$ cat src/design/qoa_pkg.sv
// shared types, constants and dequantization table for the qoa frame decoder
package qoa_pkg;

  localparam int MAX_CHANNELS = 8;
  localparam int SLICE_LEN    = 20;
  localparam int CH_W         = $clog2(MAX_CHANNELS);
  localparam int CMD_DEPTH    = 2;

  localparam logic REG_CHANNEL_COUNT = 1'b0;
  localparam logic REG_SAMPLE_RATE   = 1'b1;

  typedef struct packed {
    logic [63:0] word;
    logic        frame_start;
  } in_item_t;

  typedef struct packed {
    logic signed [15:0] sample;
    logic [2:0]         channel;
    logic [15:0]        position;
    logic               last_in_run;
    logic               last_in_frame;
    logic               status;
  } out_item_t;

  typedef enum logic [1:0] {
    CMD_ERR,
    CMD_HIST,
    CMD_WGT,
    CMD_SLICE
  } cmd_kind_t;

  typedef struct packed {
    cmd_kind_t   kind;
    logic [63:0] word;
    logic [2:0]  chan;
    logic [15:0] base;
    logic [4:0]  count;
    logic        final_word;
  } cmd_t;

  function automatic logic signed [15:0] dq_lookup(input logic [3:0] sf, input logic [2:0] q);
    logic [15:0] row [4];
    logic [15:0] mag;
    case (sf)
      4'd0:  row = '{16'd1,    16'd3,    16'd5,    16'd7};
      4'd1:  row = '{16'd5,    16'd18,   16'd32,   16'd49};
      4'd2:  row = '{16'd16,   16'd53,   16'd95,   16'd147};
      4'd3:  row = '{16'd34,   16'd113,  16'd203,  16'd315};
      4'd4:  row = '{16'd63,   16'd210,  16'd378,  16'd588};
      4'd5:  row = '{16'd104,  16'd345,  16'd621,  16'd966};
      4'd6:  row = '{16'd158,  16'd528,  16'd950,  16'd1477};
      4'd7:  row = '{16'd228,  16'd760,  16'd1368, 16'd2128};
      4'd8:  row = '{16'd316,  16'd1053, 16'd1895, 16'd2947};
      4'd9:  row = '{16'd422,  16'd1405, 16'd2529, 16'd3934};
      4'd10: row = '{16'd548,  16'd1828, 16'd3290, 16'd5117};
      4'd11: row = '{16'd696,  16'd2320, 16'd4176, 16'd6496};
      4'd12: row = '{16'd868,  16'd2893, 16'd5207, 16'd8099};
      4'd13: row = '{16'd1064, 16'd3548, 16'd6386, 16'd9933};
      4'd14: row = '{16'd1286, 16'd4288, 16'd7718, 16'd12005};
      default: row = '{16'd1536, 16'd5120, 16'd9216, 16'd14336};
    endcase
    mag = row[q[2:1]];
    return q[0] ? $signed(-mag) : $signed(mag);
  endfunction

endpackage

$ cat src/design/qoa_fifo.sv
// short command queue between the word parser and the sample engine
module qoa_fifo
  import qoa_pkg::*;
(
  input  logic clk,
  input  logic rst,
  input  logic push,
  input  cmd_t push_cmd,
  output logic full,
  input  logic pop,
  output cmd_t head,
  output logic not_empty
);

  localparam int PTR_W = (CMD_DEPTH > 1) ? $clog2(CMD_DEPTH) : 1;
  localparam int CNT_W = $clog2(CMD_DEPTH + 1);

  cmd_t             entries [CMD_DEPTH];
  logic [PTR_W-1:0] wr_ptr;
  logic [PTR_W-1:0] rd_ptr;
  logic [CNT_W-1:0] count;

  assign full      = (count == CNT_W'(CMD_DEPTH));
  assign not_empty = (count != '0);
  assign head      = entries[rd_ptr];

  always_ff @(posedge clk) begin
    if (push) begin
      entries[wr_ptr] <= push_cmd;
    end
  end

  always_ff @(posedge clk) begin
    if (rst) begin
      wr_ptr <= '0;
      rd_ptr <= '0;
      count  <= '0;
    end else begin
      if (push) begin
        wr_ptr <= (wr_ptr == PTR_W'(CMD_DEPTH - 1)) ? '0 : wr_ptr + 1'b1;
      end
      if (pop) begin
        rd_ptr <= (rd_ptr == PTR_W'(CMD_DEPTH - 1)) ? '0 : rd_ptr + 1'b1;
      end
      if (push && !pop) begin
        count <= count + 1'b1;
      end else if (pop && !push) begin
        count <= count - 1'b1;
      end
    end
  end

endmodule

$ cat config.mk
export PLATFORM = sky130hd
export DESIGN_NAME = qoa_fifo
export DESIGN_NICKNAME = d
export VERILOG_FILES = /design/src/design/qoa_pkg.sv /design/src/design/qoa_fifo.sv
export SDC_FILE = /design/constraint.sdc
export NUM_CORES = 1
export LEC_CHECK = 0
export ABC_AREA = 1
export BUFFER_PORTS_ARGS = -buffer_cell sky130_fd_sc_hd__buf_2
export CORE_MARGIN = 2
export CORE_UTILIZATION = 53
export DETAILED_ROUTE_END_ITERATION = 12
export PLACE_DENSITY = 0.8
export SYNTH_ARGS = -nofsm -noshare
export SYNTH_HDL_FRONTEND = slang
export SYNTH_SLANG_ARGS = --single-unit
$ cat constraint.sdc
create_clock -name clk -period 5.5 [get_ports clk]
set_clock_uncertainty 0.2 [all_clocks]
set_input_delay 0.275 -clock clk [delete_from_list [all_inputs] [get_ports clk]]
set_output_delay 0.275 -clock clk [all_outputs]
set_load 0.01 [all_outputs]
==> impl_metrics.toml <==
[routing]
wl_per_cell_um = 17.77
drtAntennaViolNets = 0
routed_wl_um = 14200
dr.pass1.iters = 5
routed_via_density = 4.930
dr_total_vias = 3939
drt_iter0_markers = 189
route.detailed.drc = 0

[synthesis]
ys_ff_latch = 187
syn_area_per_cell_um2 = 22.93
seq_area_frac_synth_pct = 76.81
synth_top_cell_by_area = "edfxtp_1"
syn_nets = 412
synth.distinct_cells = 16
yosys_warnings = 0
synth_top_area_share_pct = 75.43
syn_area_um2 = 7246
ys_top_cells_by_area = "edfxtp_1, mux2_4, buf_12"
syn_inst = 316

[worst_setup_path]
cp_slowest_stage_delay_ns = 1.08
worst-path-max-fanout = 60
start_kind = "flop"
cp.required_ns = 5.03
path_cells = "buf_4 -> mux2_4 -> buf_2"
critPathBufInv = 2
cp-end-kind = "output port"
crit_family = "flip-flops"
cpMaxStageDelayCell = "dfxtp_4"
worstPathArrival_ns = 2.79
worstSetupPathType = "flop to output port"
r2r_start = "wr_ptr"

[timing]
whs_ns = 0.3414
grt_setup_unrepaired = "no"
hold_violations = 0
tightest_slew_ns = 1.136
final.setup.tns_ns = 0
maxSlewHeadroom_pct = 24.24
setup_viol = 0
period_share_pct = 59.39
fin_crit_ns = 3.267
clock.fmax_mhz = 306.1
final_max_slew_viol_count = 0

[floorplan]
die_w_um = 120.9
num_io_pins = 188
die-area_um2 = 14620
num_rows = 42
start_util_pct = 54.50
coreArea_um2 = 13300
fp.dieH_um = 120.9

[worst_hold_path]
hp-class = "flop to flop"
min_from = "rd_ptr"

[final_layout]
area_growth_pct = 34.36
fillers = 775
num_antenna_cells = 0
drive_above_1_share_pct = 49.76
nets = 706

[global_routing]
gr-total-overflow = 0
grt_max_degree = 62
grtUsageTotal_pct = 19.82
grt_antenna_before_repair = 0
grt_pass1_wl_um = 21430
grt_pass1_vias = 4198

[clock_network]
cts_inserted_buffers = 17
clk_pin_slew_ns = 0.07
cts_tree = "done"
cts_root_buf = "clkbuf_16"
ctsHoldBuffers = 95
postCtsSetupRepairBufs = 0
ctsLongestPathBuffers = 2
clock_latency_ns = 0.42
clock-sinks = 187
h-tree-depth = 4
post_cts_resized = 0

[placement]
portBuffers = 187
gp_congestion = 0.7206
post-dp-hpwl_um = 8011

[power_and_ir_drop]
leakage_nw = 3.912
power_density_nw_per_um2 = 330.4
worst_ir_drop_vdd_v = 0.0002324

[run_status]
status = "complete, no violations"

[flow_run]
cap_violations = 0
## cells in the final DEF, fill, tap and decap left out, types with 2 or more instances in the layout
| master | netlist | final |
|---|---|---|
| buf_2 | 0 | 187 |
| buf_4 | 0 | 3 |
| clkbuf_1 | 0 | 3 |
| clkbuf_16 | 0 | 17 |
| clkinv_1 | 0 | 3 |
| clkinv_4 | 0 | 2 |
| clkinvlp_4 | 0 | 5 |
| dfxtp_1 | 5 | 4 |
| dlygate4sd3_1 | 0 | 95 |
| edfxtp_1 | 182 | 182 |
| inv_1 | 9 | 8 |
| mux2_4 | 90 | 90 |
| nand2_1 | 6 | 6 |
| nor2_1 | 6 | 5 |
## final cells by class
cell class / count / area (µm²) / area share, %
clock inverters: 12 / 101.3 / 1.041
clock buffers: 20 / 436.7 / 4.485
well taps: 176 / 220.2 / 2.262
repair buffers: 285 / 1909 / 19.61
flip-flops and latches: 187 / 5569 / 57.20
multi-input cells: 110 / 1463 / 15.02
inverters: 9 / 36.28 / 0.3727
## state kept, by name, summed over array words and instances (netlist names), named ones only
| register | flops |
|---|---|
| count | 2 |
| wr_ptr | 1 |
| rd_ptr | 1 |
| entries | 182 |
## metal layers
layer | wire [µm] | share of wire (%) | GRT usage, %
met1 | 5687 | 40 | 23.47
met2 | 7303 | 51 | 34.27
met3 | 966 | 6.8 | 6.015
met4 | 244 | 1.7 | 7.122
met5 | 0 | 0 | 0
## power by group
group | switching (mW) | total (mW) | internal [mW]
Sequential | 0.0444 | 1.69 | 1.65
Combinational | 0.174 | 0.409 | 0.235
Clock | 0.495 | 1.11 | 0.619
Total | 0.713 | 3.22 | 2.50
## Yosys cell counts
| cell type | count |
|---|---|
| a21oi_1 | 1 |
| buf_12 | 9 |
| buf_6 | 1 |
| dfxtp_1 | 5 |
| edfxtp_1 | 182 |
| ha_1 | 1 |
| inv_1 | 9 |
| mux2_2 | 1 |
| mux2_4 | 90 |
| nand2_1 | 6 |
| nand3_1 | 1 |
| nand4_1 | 1 |
| nor2_1 | 6 |
| nor3_1 | 1 |
| o21ai_0 | 1 |
| xnor2_1 | 1 |
## worst min-delay path, cell delays in order, from the launching register on
cell     delay (ns)
dfxtp_1        0.34
xnor2_1        0.09
nor2_1         0.08
## kinds of logic (layout without fill, tap and decap cells)
logic type      count (synthesis)  in the layout  share of synthesized area [%]
compound gates                  2              2                         0.1380
xor+xnor                        1              1                         0.1209
fa+ha+maj                       1              1                         0.1727
buf+inv                        19            326                          3.108
flops                         187            187                          76.81
mux                            91             91                          18.81
simple gates                   15             15                         0.8460
## through the flow
| step | std cells | util [%] | power (mW) | cell area (µm²) | worst slack (ns) |
|---|---|---|---|---|---|
| detailed placement | 672 | 62.03 | 2.076 | 8247 | 2.709 |
| finish | 799 | 73.23 | 3.217 | 9736 | 2.233 |
| global placement | 672 | 62.03 | 2.062 | 8247 | 2.750 |
| global route | 799 | 73.23 | 3.319 | 9736 | 2.129 |
| floorplan | 316 | - | 1.959 | 7246 | 0.6309 |
| CTS | 799 | 73.23 | 3.229 | 9736 | 2.237 |
## worst paths after layout
kind,slack (ns),end,cells after the start
max reg2reg,2.97,entries[0][5],2
min reg2reg,0.34,rd_ptr,2
max,2.23,head[3],3
min,0.34,rd_ptr,2
Power figures use the tool's default switching activity.
