$ cat src/design/qoa_pkg.sv
// shared types, constants and dequantization table for the qoa frame decoder
package qoa_pkg;

  localparam int MAX_CHANNELS = 8;
  localparam int SLICE_LEN    = 20;
  localparam int CH_W         = $clog2(MAX_CHANNELS);
  localparam int CMD_DEPTH    = 2;

  localparam logic REG_CHANNEL_COUNT = 1'b0;
  localparam logic REG_SAMPLE_RATE   = 1'b1;

  typedef struct packed {
    logic [63:0] word;
    logic        frame_start;
  } in_item_t;

  typedef struct packed {
    logic signed [15:0] sample;
    logic [2:0]         channel;
    logic [15:0]        position;
    logic               last_in_run;
    logic               last_in_frame;
    logic               status;
  } out_item_t;

  typedef enum logic [1:0] {
    CMD_ERR,
    CMD_HIST,
    CMD_WGT,
    CMD_SLICE
  } cmd_kind_t;

  typedef struct packed {
    cmd_kind_t   kind;
    logic [63:0] word;
    logic [2:0]  chan;
    logic [15:0] base;
    logic [4:0]  count;
    logic        final_word;
  } cmd_t;

  function automatic logic signed [15:0] dq_lookup(input logic [3:0] sf, input logic [2:0] q);
    logic [15:0] row [4];
    logic [15:0] mag;
    case (sf)
      4'd0:  row = '{16'd1,    16'd3,    16'd5,    16'd7};
      4'd1:  row = '{16'd5,    16'd18,   16'd32,   16'd49};
      4'd2:  row = '{16'd16,   16'd53,   16'd95,   16'd147};
      4'd3:  row = '{16'd34,   16'd113,  16'd203,  16'd315};
      4'd4:  row = '{16'd63,   16'd210,  16'd378,  16'd588};
      4'd5:  row = '{16'd104,  16'd345,  16'd621,  16'd966};
      4'd6:  row = '{16'd158,  16'd528,  16'd950,  16'd1477};
      4'd7:  row = '{16'd228,  16'd760,  16'd1368, 16'd2128};
      4'd8:  row = '{16'd316,  16'd1053, 16'd1895, 16'd2947};
      4'd9:  row = '{16'd422,  16'd1405, 16'd2529, 16'd3934};
      4'd10: row = '{16'd548,  16'd1828, 16'd3290, 16'd5117};
      4'd11: row = '{16'd696,  16'd2320, 16'd4176, 16'd6496};
      4'd12: row = '{16'd868,  16'd2893, 16'd5207, 16'd8099};
      4'd13: row = '{16'd1064, 16'd3548, 16'd6386, 16'd9933};
      4'd14: row = '{16'd1286, 16'd4288, 16'd7718, 16'd12005};
      default: row = '{16'd1536, 16'd5120, 16'd9216, 16'd14336};
    endcase
    mag = row[q[2:1]];
    return q[0] ? $signed(-mag) : $signed(mag);
  endfunction

endpackage

$ cat src/design/qoa_front.sv
// word parser: header check, frame bookkeeping and command generation
module qoa_front
  import qoa_pkg::*;
(
  input  logic        clk,
  input  logic        rst,
  input  in_item_t    item,
  input  logic        valid,
  output logic        ready,
  input  logic [3:0]  cfg_channels,
  input  logic [23:0] cfg_rate,
  output logic        push,
  output cmd_t        cmd,
  input  logic        full
);

  typedef enum logic [1:0] {
    PH_IDLE,
    PH_LMS,
    PH_SLICE
  } phase_t;

  phase_t      phase;
  logic [3:0]  frame_ch;
  logic [15:0] total;
  logic [2:0]  wch;
  logic [15:0] base;
  logic        hw;

  logic        accept;
  logic [7:0]  hdr_ch;
  logic [23:0] hdr_rate;
  logic [15:0] hdr_ns;
  logic [15:0] hdr_fsize;
  logic [31:0] data_bytes;
  logic [31:0] groups;
  logic [31:0] cap;
  logic [23:0] need;
  logic        bad;
  logic        last_ch;
  logic [15:0] left;
  logic [4:0]  n;
  logic [15:0] base_end;

  assign ready  = !full;
  assign accept = valid && !full;

  always_comb begin
    hdr_ch     = item.word[63:56];
    hdr_rate   = item.word[55:32];
    hdr_ns     = item.word[31:16];
    hdr_fsize  = item.word[15:0];
    data_bytes = {16'b0, hdr_fsize} - 32'd8 - {20'b0, hdr_ch, 4'b0};
    groups     = {3'b0, data_bytes[31:3]};
    cap        = {groups[27:0], 4'b0} + {groups[29:0], 2'b0};
    need       = hdr_ns * hdr_ch;
    bad        = (hdr_ch != {4'b0, cfg_channels}) || (hdr_rate != cfg_rate) ||
                 ({8'b0, need} > cap) || (hdr_ch == 8'd0) ||
                 (hdr_ch > 8'(MAX_CHANNELS));
    last_ch    = ({1'b0, wch} + 4'd1) >= frame_ch;
    left       = total - base;
    n          = (left < 16'(SLICE_LEN)) ? left[4:0] : 5'(SLICE_LEN);
    base_end   = base + {11'b0, n};

    push           = 1'b0;
    cmd.kind       = CMD_ERR;
    cmd.word       = item.word;
    cmd.chan       = wch;
    cmd.base       = base;
    cmd.count      = n;
    cmd.final_word = (base_end >= total) && last_ch;
    if (accept) begin
      if (item.frame_start) begin
        push     = bad;
        cmd.kind = CMD_ERR;
      end else if (phase == PH_LMS) begin
        push     = 1'b1;
        cmd.kind = hw ? CMD_WGT : CMD_HIST;
      end else if (phase == PH_SLICE) begin
        push     = 1'b1;
        cmd.kind = CMD_SLICE;
      end
    end
  end

  always_ff @(posedge clk) begin
    if (rst) begin
      phase    <= PH_IDLE;
      frame_ch <= '0;
      total    <= '0;
      wch      <= '0;
      base     <= '0;
      hw       <= 1'b0;
    end else if (accept) begin
      if (item.frame_start) begin
        if (bad) begin
          phase <= PH_IDLE;
        end else begin
          frame_ch <= hdr_ch[3:0];
          total    <= hdr_ns;
          wch      <= '0;
          base     <= '0;
          hw       <= 1'b0;
          phase    <= PH_LMS;
        end
      end else begin
        unique case (phase)
          PH_LMS: begin
            if (hw) begin
              hw <= 1'b0;
              if (last_ch) begin
                wch   <= '0;
                phase <= (total != '0) ? PH_SLICE : PH_IDLE;
              end else begin
                wch <= wch + 1'b1;
              end
            end else begin
              hw <= 1'b1;
            end
          end
          PH_SLICE: begin
            if (last_ch) begin
              wch  <= '0;
              base <= base_end;
              if (base_end >= total) begin
                phase <= PH_IDLE;
              end
            end else begin
              wch <= wch + 1'b1;
            end
          end
          default: begin
          end
        endcase
      end
    end
  end

endmodule

$ cat config.mk
export PLATFORM = sky130hd
export DESIGN_NAME = qoa_front
export DESIGN_NICKNAME = d
export VERILOG_FILES = /design/src/design/qoa_pkg.sv /design/src/design/qoa_front.sv
export SDC_FILE = /design/constraint.sdc
export NUM_CORES = 1
export LEC_CHECK = 0
export BUFFER_PORTS_ARGS = -buffer_cell sky130_fd_sc_hd__buf_2
export CORE_ASPECT_RATIO = 1.5
export CORE_MARGIN = 2
export CORE_UTILIZATION = 45
export CTS_CLUSTER_DIAMETER = 200
export DETAILED_ROUTE_END_ITERATION = 7
export GPL_TIMING_DRIVEN = 0
export PLACE_DENSITY_LB_ADDON = 0.15
export REMOVE_ABC_BUFFERS = 1
export SETUP_SLACK_MARGIN = 0.2
export SLEW_MARGIN = 30
export SYNTH_ARGS = -nofsm -noshare
export SYNTH_HDL_FRONTEND = slang
export SYNTH_SLANG_ARGS = --single-unit
$ cat constraint.sdc
create_clock -name clk -period 13.4 [get_ports clk]
set_clock_uncertainty 0.1 [all_clocks]
set_input_delay 3.35 -clock clk [delete_from_list [all_inputs] [get_ports clk]]
set_output_delay 3.35 -clock clk [all_outputs]
set_load 0.02 [all_outputs]
==> results of run 1 <==
==> per-layer routing <==
layer / wire (um) / vias up / part of all wire / global-route usage
met5: 0 / - / 0 / 0
met4: 563 / 0 / 0.023 / 0.0680
met3: 562 / 25 / 0.022 / 0.0103
met2: 13900 / 117 / 0.56 / 0.414
met1: 9960 / 4180 / 0.40 / 0.236
li1: - / 4336 / - / -
==> through the flow <==
step / hold WS, ns / setup slack [ns]
detailed placement: 0.383 / -0.652
global placement: 0.373 / -0.624
floorplan: 0.355 / 0.838
global route: 0.418 / 0.193
finish: 0.397 / 0.514
CTS: 0.398 / 0.211
==> worst max-delay path, stage by stage <==
cell       delay, ns
buf_12          0.13
and2_4          0.16
fa_1            0.52
inv_1           0.05
fa_1            0.52
inv_1           0.06
fa_1            0.53
inv_1           0.06
fa_1            0.52
inv_1           0.06
ha_4            0.28
and3_4          0.20
nand3_4         0.08
or4b_4          0.59
a31oi_4         0.22
a21o_1          0.15
a21oi_2         0.06
xnor2_1         0.12
ha_1            0.29
nand4_1         0.17
nor2_4          0.22
o2111ai_4       0.14
o211ai_1        0.15
o221a_4         0.27
a21o_1          0.14
nand2_2         0.07
a21oi_2         0.15
buf_4           0.15
==> layout make-up <==
type                            instances  area, um^2  share of cell area
Inverter                              175         657              0.0576
Multi-Input combinational cell        941        8190               0.719
Tap cell                              276         345              0.0303
Clock buffer                            5         125              0.0110
Sequential cell                        42         841              0.0738
Timing Repair Buffer                  194        1170               0.102
Clock inverter                          3        68.8             0.00604
==> cell usage after synthesis, types with 3 or more instances <==
| master | n | area (um^2) |
|---|---|---|
| inv_1 | 175 | 657 |
| ha_1 | 132 | 1650 |
| and2_1 | 101 | 632 |
| fa_1 | 88 | 1760 |
| nor2_1 | 78 | 293 |
| nand2_1 | 73 | 274 |
| xnor2_1 | 68 | 596 |
| buf_4 | 64 | 480 |
| a21oi_1 | 62 | 310 |
| dfxtp_1 | 42 | 841 |
| o21ai_0 | 34 | 170 |
| nand3_1 | 29 | 145 |
| xor2_1 | 27 | 236 |
| a21o_1 | 26 | 195 |
| mux2i_1 | 25 | 250 |
| clkbuf_1 | 21 | 78.8 |
| nor3_1 | 18 | 90.1 |
| nand2b_1 | 15 | 93.8 |
| nand4_1 | 15 | 93.8 |
| nor2b_1 | 11 | 68.8 |
| nor4_1 | 11 | 68.8 |
| a31oi_1 | 10 | 62.6 |
| nor3b_1 | 9 | 67.6 |
| o21a_1 | 9 | 67.6 |
| or3_1 | 9 | 56.3 |
| o211ai_1 | 8 | 60.1 |
| o21bai_1 | 8 | 60.1 |
| and3_1 | 7 | 43.8 |
| o31ai_1 | 7 | 52.6 |
| a211oi_1 | 5 | 37.5 |
| buf_2 | 5 | 25.0 |
| or2_2 | 5 | 31.3 |
| a2111oi_0 | 4 | 35.0 |
| a221oi_1 | 4 | 35.0 |
| or4_1 | 4 | 30.0 |
| a21boi_0 | 3 | 22.5 |
| and4_1 | 3 | 26.3 |
| o31a_1 | 3 | 26.3 |
==> report_power, final <==
group | total [W] | internal, W | switching [W]
clock network | 0.000160 | 0.000107 | 0.0000524
registers | 0.000125 | 0.000125 | 0.000000000000109
logic | 0.00123 | 0.000577 | 0.000650
==> what timing repair did <==
item | in CTS | in global routing
gates cloned | 0 | 1
pin swaps | 4 | 30
resized for setup | 21 | 71
setup endpoints to repair | 1 | 1
setup buffers | 1 | 7
hold buffers | 0 | 0
==> worst paths after layout <==
kind,endpoint,cells past startpoint,startpoint,slack (ns)
max,push,28,item[64],0.51
max reg2reg,phase[0],28,total[0],6.18
min,wch[1],2,wch[1],0.40
min reg2reg,wch[1],2,wch[1],0.40
==> state kept, by name, indices dropped and copies added, names as in the netlist <==
signal    count
phase         2
hw            1
total        16
wch           3
frame_ch      4
base         16
==> cell families (layout without fill, tap and decap cells) <==
group,after synthesis,after routing,share of synthesized area
AOI/OAI and AO/OA,202,202,0.132
DFF,42,42,0.0837
buffers and inverters,269,377,0.127
xor gates and xnor gates,95,95,0.0828
muxes,26,26,0.0260
and+or+nand+nor,397,397,0.208
adders and majority gates,221,221,0.341
==> summary.txt, run 1 <==
status - complete, no violations
via density per instance - 5.29
CTS root buf - clkbuf_16
Max rail drop VDD - 0.0873 mV
final slew viol count - 0
startpoint class of the critical path - input pin
DRT Pass-1 Iters - 4
CTS buffer count - 5
number of global-route vias before repair - 8815
CP required - 9.95 ns
MaxCap Viol Count - 0
grt ovf - 0
Period minus WS final - 12.89 ns
worst-margin pin slew - 0.843 ns
clk slew on worst S/H paths - 0.07 ns
Placer Congestion - 0.869
Fin. Hold Viols - 0
Core Region - 22100 um^2
WS Path Type - input pin to output port
dpl hpwl - 20300 um
Initial Utilization - 0.454
fmax - 0.0776 GHz
WL per Instance - 15.3 um
Die Y - 187 um
DRC viols - 0
non-filler cells, final - 1636
crit path max fanout - 19
Tightest Hold Check Type - flip-flop to flip-flop
I/O Buffers - 183
I/O Pins - 190
Antenna Nets Post-Route - 0
leak pwr - 5.38 nW
main flop type after synthesis - dfxtp_1
Max Root-Sink Buffers - 2
vias - 8658
first-pass GRT wire length - 41500 um
Relative slew margins - 0.436
RSZ-0062 raised after global routing - no
n_diodes - 0
Yosys reg bits - 42
total global-route track usage - 0.210
fin util - 0.515
Tot Pwr - 0.00151 W
largest net degree at the start of global routing - 42
drt first-iter violations - 271
Placed Area - 10700 um^2
most common cell after layout, fill and taps aside - inv_1
initial antenna violation count - 0
async set or reset register ratio after synthesis - 0
Netlist cell types - 62
Ys Warns - 0
Die Span X - 126 um
Final setup viols - 0
Final Cycle Share - 0.962
Post-Synthesis Cell Area - 10000 um^2
clk sinks - 42
Clk Latency, worst-skew pair - 0.29 ns
final non-filler cell area - 11400 um^2
placed cells - 1619
num rows - 67
setup tns final - 0 ns
Post-synth EDFFs - 0
Filler cells - 2209
post-synthesis sequential area ratio - 0.0837
die area - 23600 um^2
area delta synth->final - 13.4%
critical path arrival - 9.44 ns
Nets - 1676
P per Cell Area - 133 nW/um^2
share of cells above drive strength 1 - 0.182
commonest cells after routing, fill and taps aside - 174 x inv_1, 162 x buf_2, 123 x ha_1
critical path endpoint category - output port
htree depth - 2
CTS tree - yes
Mapped Cells - 1252
syn_area_per_cell - 8.03 um^2
Routed Wire Length - 25000 um
(Power assumes the default switching activity.)
==> run 2: changes to the inputs <==
ABC_AREA = 1   (was not set)
==> summary.txt, run 2 <==
Mapped Cells - 1663 (was 1252)
WS Path Type - input pin to output port (unchanged)
largest net degree at the start of global routing - 41 (was 42)
r2r endpoint - phase[0] (unchanged)
most common cell in the synthesized netlist - nand2_1 (was inv_1)
R2R Setup Slk - 7.47 ns (was 6.18 ns)
Antenna Nets Post-Route - 0 (unchanged)
die area - 25500 um^2 (was 23600 um^2)
Commonest cells post-synth - 393 x nand2_1, 360 x inv_1, 132 x ha_1 (was 175 x inv_1, 132 x ha_1, 101 x and2_1)
Relative slew margins - 0.395 (was 0.436)
leak pwr - 7.07 nW (was 5.38 nW)
logic gate share of total power - 0.822 (was 0.812)
setup tns final - 0 ns (unchanged)
Tot Pwr - 0.00155 W (was 0.00151 W)
Yosys reg bits - 42 (unchanged)
I/O Buffers - 183 (unchanged)
sequential share of power - 0.084 (was 0.083)
I/O Pins - 190 (unchanged)
first-pass GRT wire length - 47600 um (was 41500 um)
most common cell after layout, fill and taps aside - nand2_1 (was inv_1)
Filler cells - 2562 (was 2209)
DRT Pass-1 Iters - 5 (was 4)
WL per Instance - 13.9 um (was 15.3 um)
CTS tree - yes (unchanged)
Netlist cell types - 46 (was 62)
most used cell along the critical path - inv_1
Post-synth EDFFs - 0 (unchanged)
Post-Place Setup Slack - 0.483 ns (was -0.652 ns)
Die Y - 194 um (was 187 um)
WP buf/inv - 8 (was 6)
crit path max fanout - 18 (was 19)
reg-to-reg startpoint - total[0] (unchanged)
clk slew on worst S/H paths - 0.06 ns (was 0.07 ns)
Min-Delay Path Depth - 2 (unchanged)
P per Cell Area - 132 nW/um^2 (was 133 nW/um^2)
number of global-route vias before repair - 10400 (was 8815)
clk sinks - 42 (unchanged)
biggest regs - base: 16 flops, total: 16 flops, frame_ch: 4 flops (unchanged)
critical path arrival - 9.32 ns (was 9.44 ns)
Placer Congestion - 0.852 (was 0.869)
Post-Synthesis Cell Area - 10900 um^2 (was 10000 um^2)
via density per instance - 4.87 (was 5.29)
n_diodes - 0 (unchanged)
worst setup margin - 0.629 ns (was 0.514 ns)
final slew viol count - 0 (unchanged)
CP required - 9.95 ns (about the same)
Clk Latency, worst-skew pair - 0.30 ns (was 0.29 ns)
Adder-Cell Fraction of Synth Area - 0.314 (was 0.341)
DRC viols - 0 (unchanged)
CP peak stage delay - 0.54 ns (was 0.59 ns)
Max Root-Sink Buffers - 2 (unchanged)
share of cells above drive strength 1 - 0.131 (was 0.182)
synth top area cells - fa_1 16%, ha_1 15%, nand2_1 14% (was fa_1 18%, ha_1 16%, dfxtp_1 8.4%)
dpl hpwl - 24400 um (was 20300 um)
fin util - 0.494 (was 0.515)
Int Pwr - 0.000704 W (was 0.000809 W)
area delta synth->final - 7.74% (was 13.4%)
Die Span X - 131 um (was 126 um)
commonest cells after routing, fill and taps aside - 393 x nand2_1, 360 x inv_1, 178 x buf_2 (was 174 x inv_1, 162 x buf_2, 123 x ha_1)
drt first-iter violations - 434 (was 271)
Nets - 2059 (was 1676)
Initial Utilization - 0.458 (was 0.454)
async set or reset register ratio after synthesis - 0 (unchanged)
status - complete, no violations (unchanged)
Tightest Hold Check Type - flip-flop to flip-flop (unchanged)
worst-margin pin slew - 0.906 ns (was 0.843 ns)
Routed Wire Length - 28700 um (was 25000 um)
switching pwr - 0.000847 W (was 0.000703 W)
Core Region - 23700 um^2 (was 22100 um^2)
vias - 10000 (was 8658)
post-cts hold buffer count - 0 (unchanged)
XOR/XNOR Fraction of Synth Area - 0.0684 (was 0.0828)
Fin Hold WS - 0.399 ns (was 0.397 ns)
Clk network pwr share - 0.093 (was 0.106)
htree depth - 2 (unchanged)
CP delay by family, top - adder cells (unchanged)
largest family of logic cells by synthesized area - adder cells (unchanged)
switch share - 0.546 (was 0.465)
min-delay src - hw (was wch[1])
mux cell area share after synthesis - 0 (was 0.0260)
syn_area_per_cell - 6.54 um^2 (was 8.03 um^2)
Ys Warns - 0 (unchanged)
setup bufs post-CTS - 0 (was 1)
fmax - 0.0783 GHz (was 0.0776 GHz)
total global-route track usage - 0.230 (was 0.210)
Worst Hold Endpoint - hw (was wch[1])
RSZ-0062 raised after global routing - no (unchanged)
critical path endpoint category - output port (unchanged)
CTS buffer count - 5 (unchanged)
initial antenna violation count - 0 (unchanged)
Simple-Gate Fraction of Synth Area - 0.275 (was 0.208)
post_cts resized - 0 (was 21)
Period minus WS final - 12.77 ns (was 12.89 ns)
Final Cycle Share - 0.953 (was 0.962)
Synth Area in Compound Gates - 0.0753 (was 0.132)
startpoint class of the critical path - input pin (unchanged)
CTS root buf - clkbuf_16 (unchanged)
largest area contributor in the netlist - fa_1 (unchanged)
grt ovf - 0 (unchanged)
Max rail drop VDD - 0.0822 mV (was 0.0873 mV)
MaxCap Viol Count - 0 (unchanged)
proportion of netlist area held by the largest area contributor - 0.162 (was 0.175)
depth of the most critical reg-to-reg path - 34 (was 28)
Final setup viols - 0 (unchanged)
num rows - 69 (was 67)
Worst path slowest cell - fa_1 (was or4b_4)
Fin. Hold Viols - 0 (unchanged)
post-synthesis sequential area ratio - 0.0773 (was 0.0837)
main flop type after synthesis - dfxtp_1 (unchanged)
[run 2: tightest hold or removal path, delay by kind of cell (launching register included)]
kind	cells	cell delay, ns
AND/OR/NAND/NOR	1	0.07
AO/OA/AOI/OAI	1	0.05
flip-flops	1	0.33
[run 2: cell type report]
| cell class | instances | area (um^2) | area share |
|---|---|---|---|
| Multi-Input combinational cell | 1139 | 7990 | 0.682 |
| Inverter | 371 | 1390 | 0.119 |
| Timing Repair Buffer | 183 | 928 | 0.0792 |
| Sequential cell | 42 | 841 | 0.0717 |
| Tap cell | 319 | 399 | 0.0340 |
| Clock buffer | 5 | 125 | 0.0107 |
| Clock inverter | 3 | 45.0 | 0.00384 |
[run 2: cell families (layout without fill, tap and decap cells)]
kind of cell	count (synthesis)	count (layout)
and+or+nand+nor	691	691
buffers and inverters	482	562
adders and majority gates	220	220
AOI/OAI and AO/OA	143	143
xor gates and xnor gates	85	85
DFF	42	42
[run 2: layer usage]
| metal | global-route usage | vias up | wire, um |
|---|---|---|---|
| met5 | 0 | - | 0 |
| met4 | 0.0623 | 0 | 610 |
| met3 | 0.00881 | 34 | 418 |
| met2 | 0.481 | 116 | 16800 |
| met1 | 0.237 | 4697 | 10800 |
| li1 | - | 5190 | - |
[run 2: power by group through the flow]
stage / Clock (W) / Combinational, W / Sequential (W)
2_1_floorplan: 0 / 0.000950 / 0.000136
3_3_place_gp: 0 / 0.00126 / 0.000134
3_5_place_dp: 0 / 0.00127 / 0.000134
4_1_cts: 0.000147 / 0.00128 / 0.000131
5_1_grt: 0.000150 / 0.00147 / 0.000131
6_report: 0.000145 / 0.00128 / 0.000131
[run 2: how the worst max path moves through the flow]
stage	startpoint	to	slack [ns]	cells past startpoint
floorplan	item[64]	push	1.69	28
global placement	item[64]	push	0.48	31
detailed placement	item[63]	push	0.48	29
CTS	item[63]	push	0.45	29
global route	item[64]	push	0.20	32
finish	item[61]	push	0.63	32
[run 2: metrics by stage]
stage               cell area [um^2]  instances
floorplan                      10200       1552
global placement               11500       2054
detailed placement             11500       2054
CTS                            11700       2062
global route                   11700       2062
finish                         11700       2062
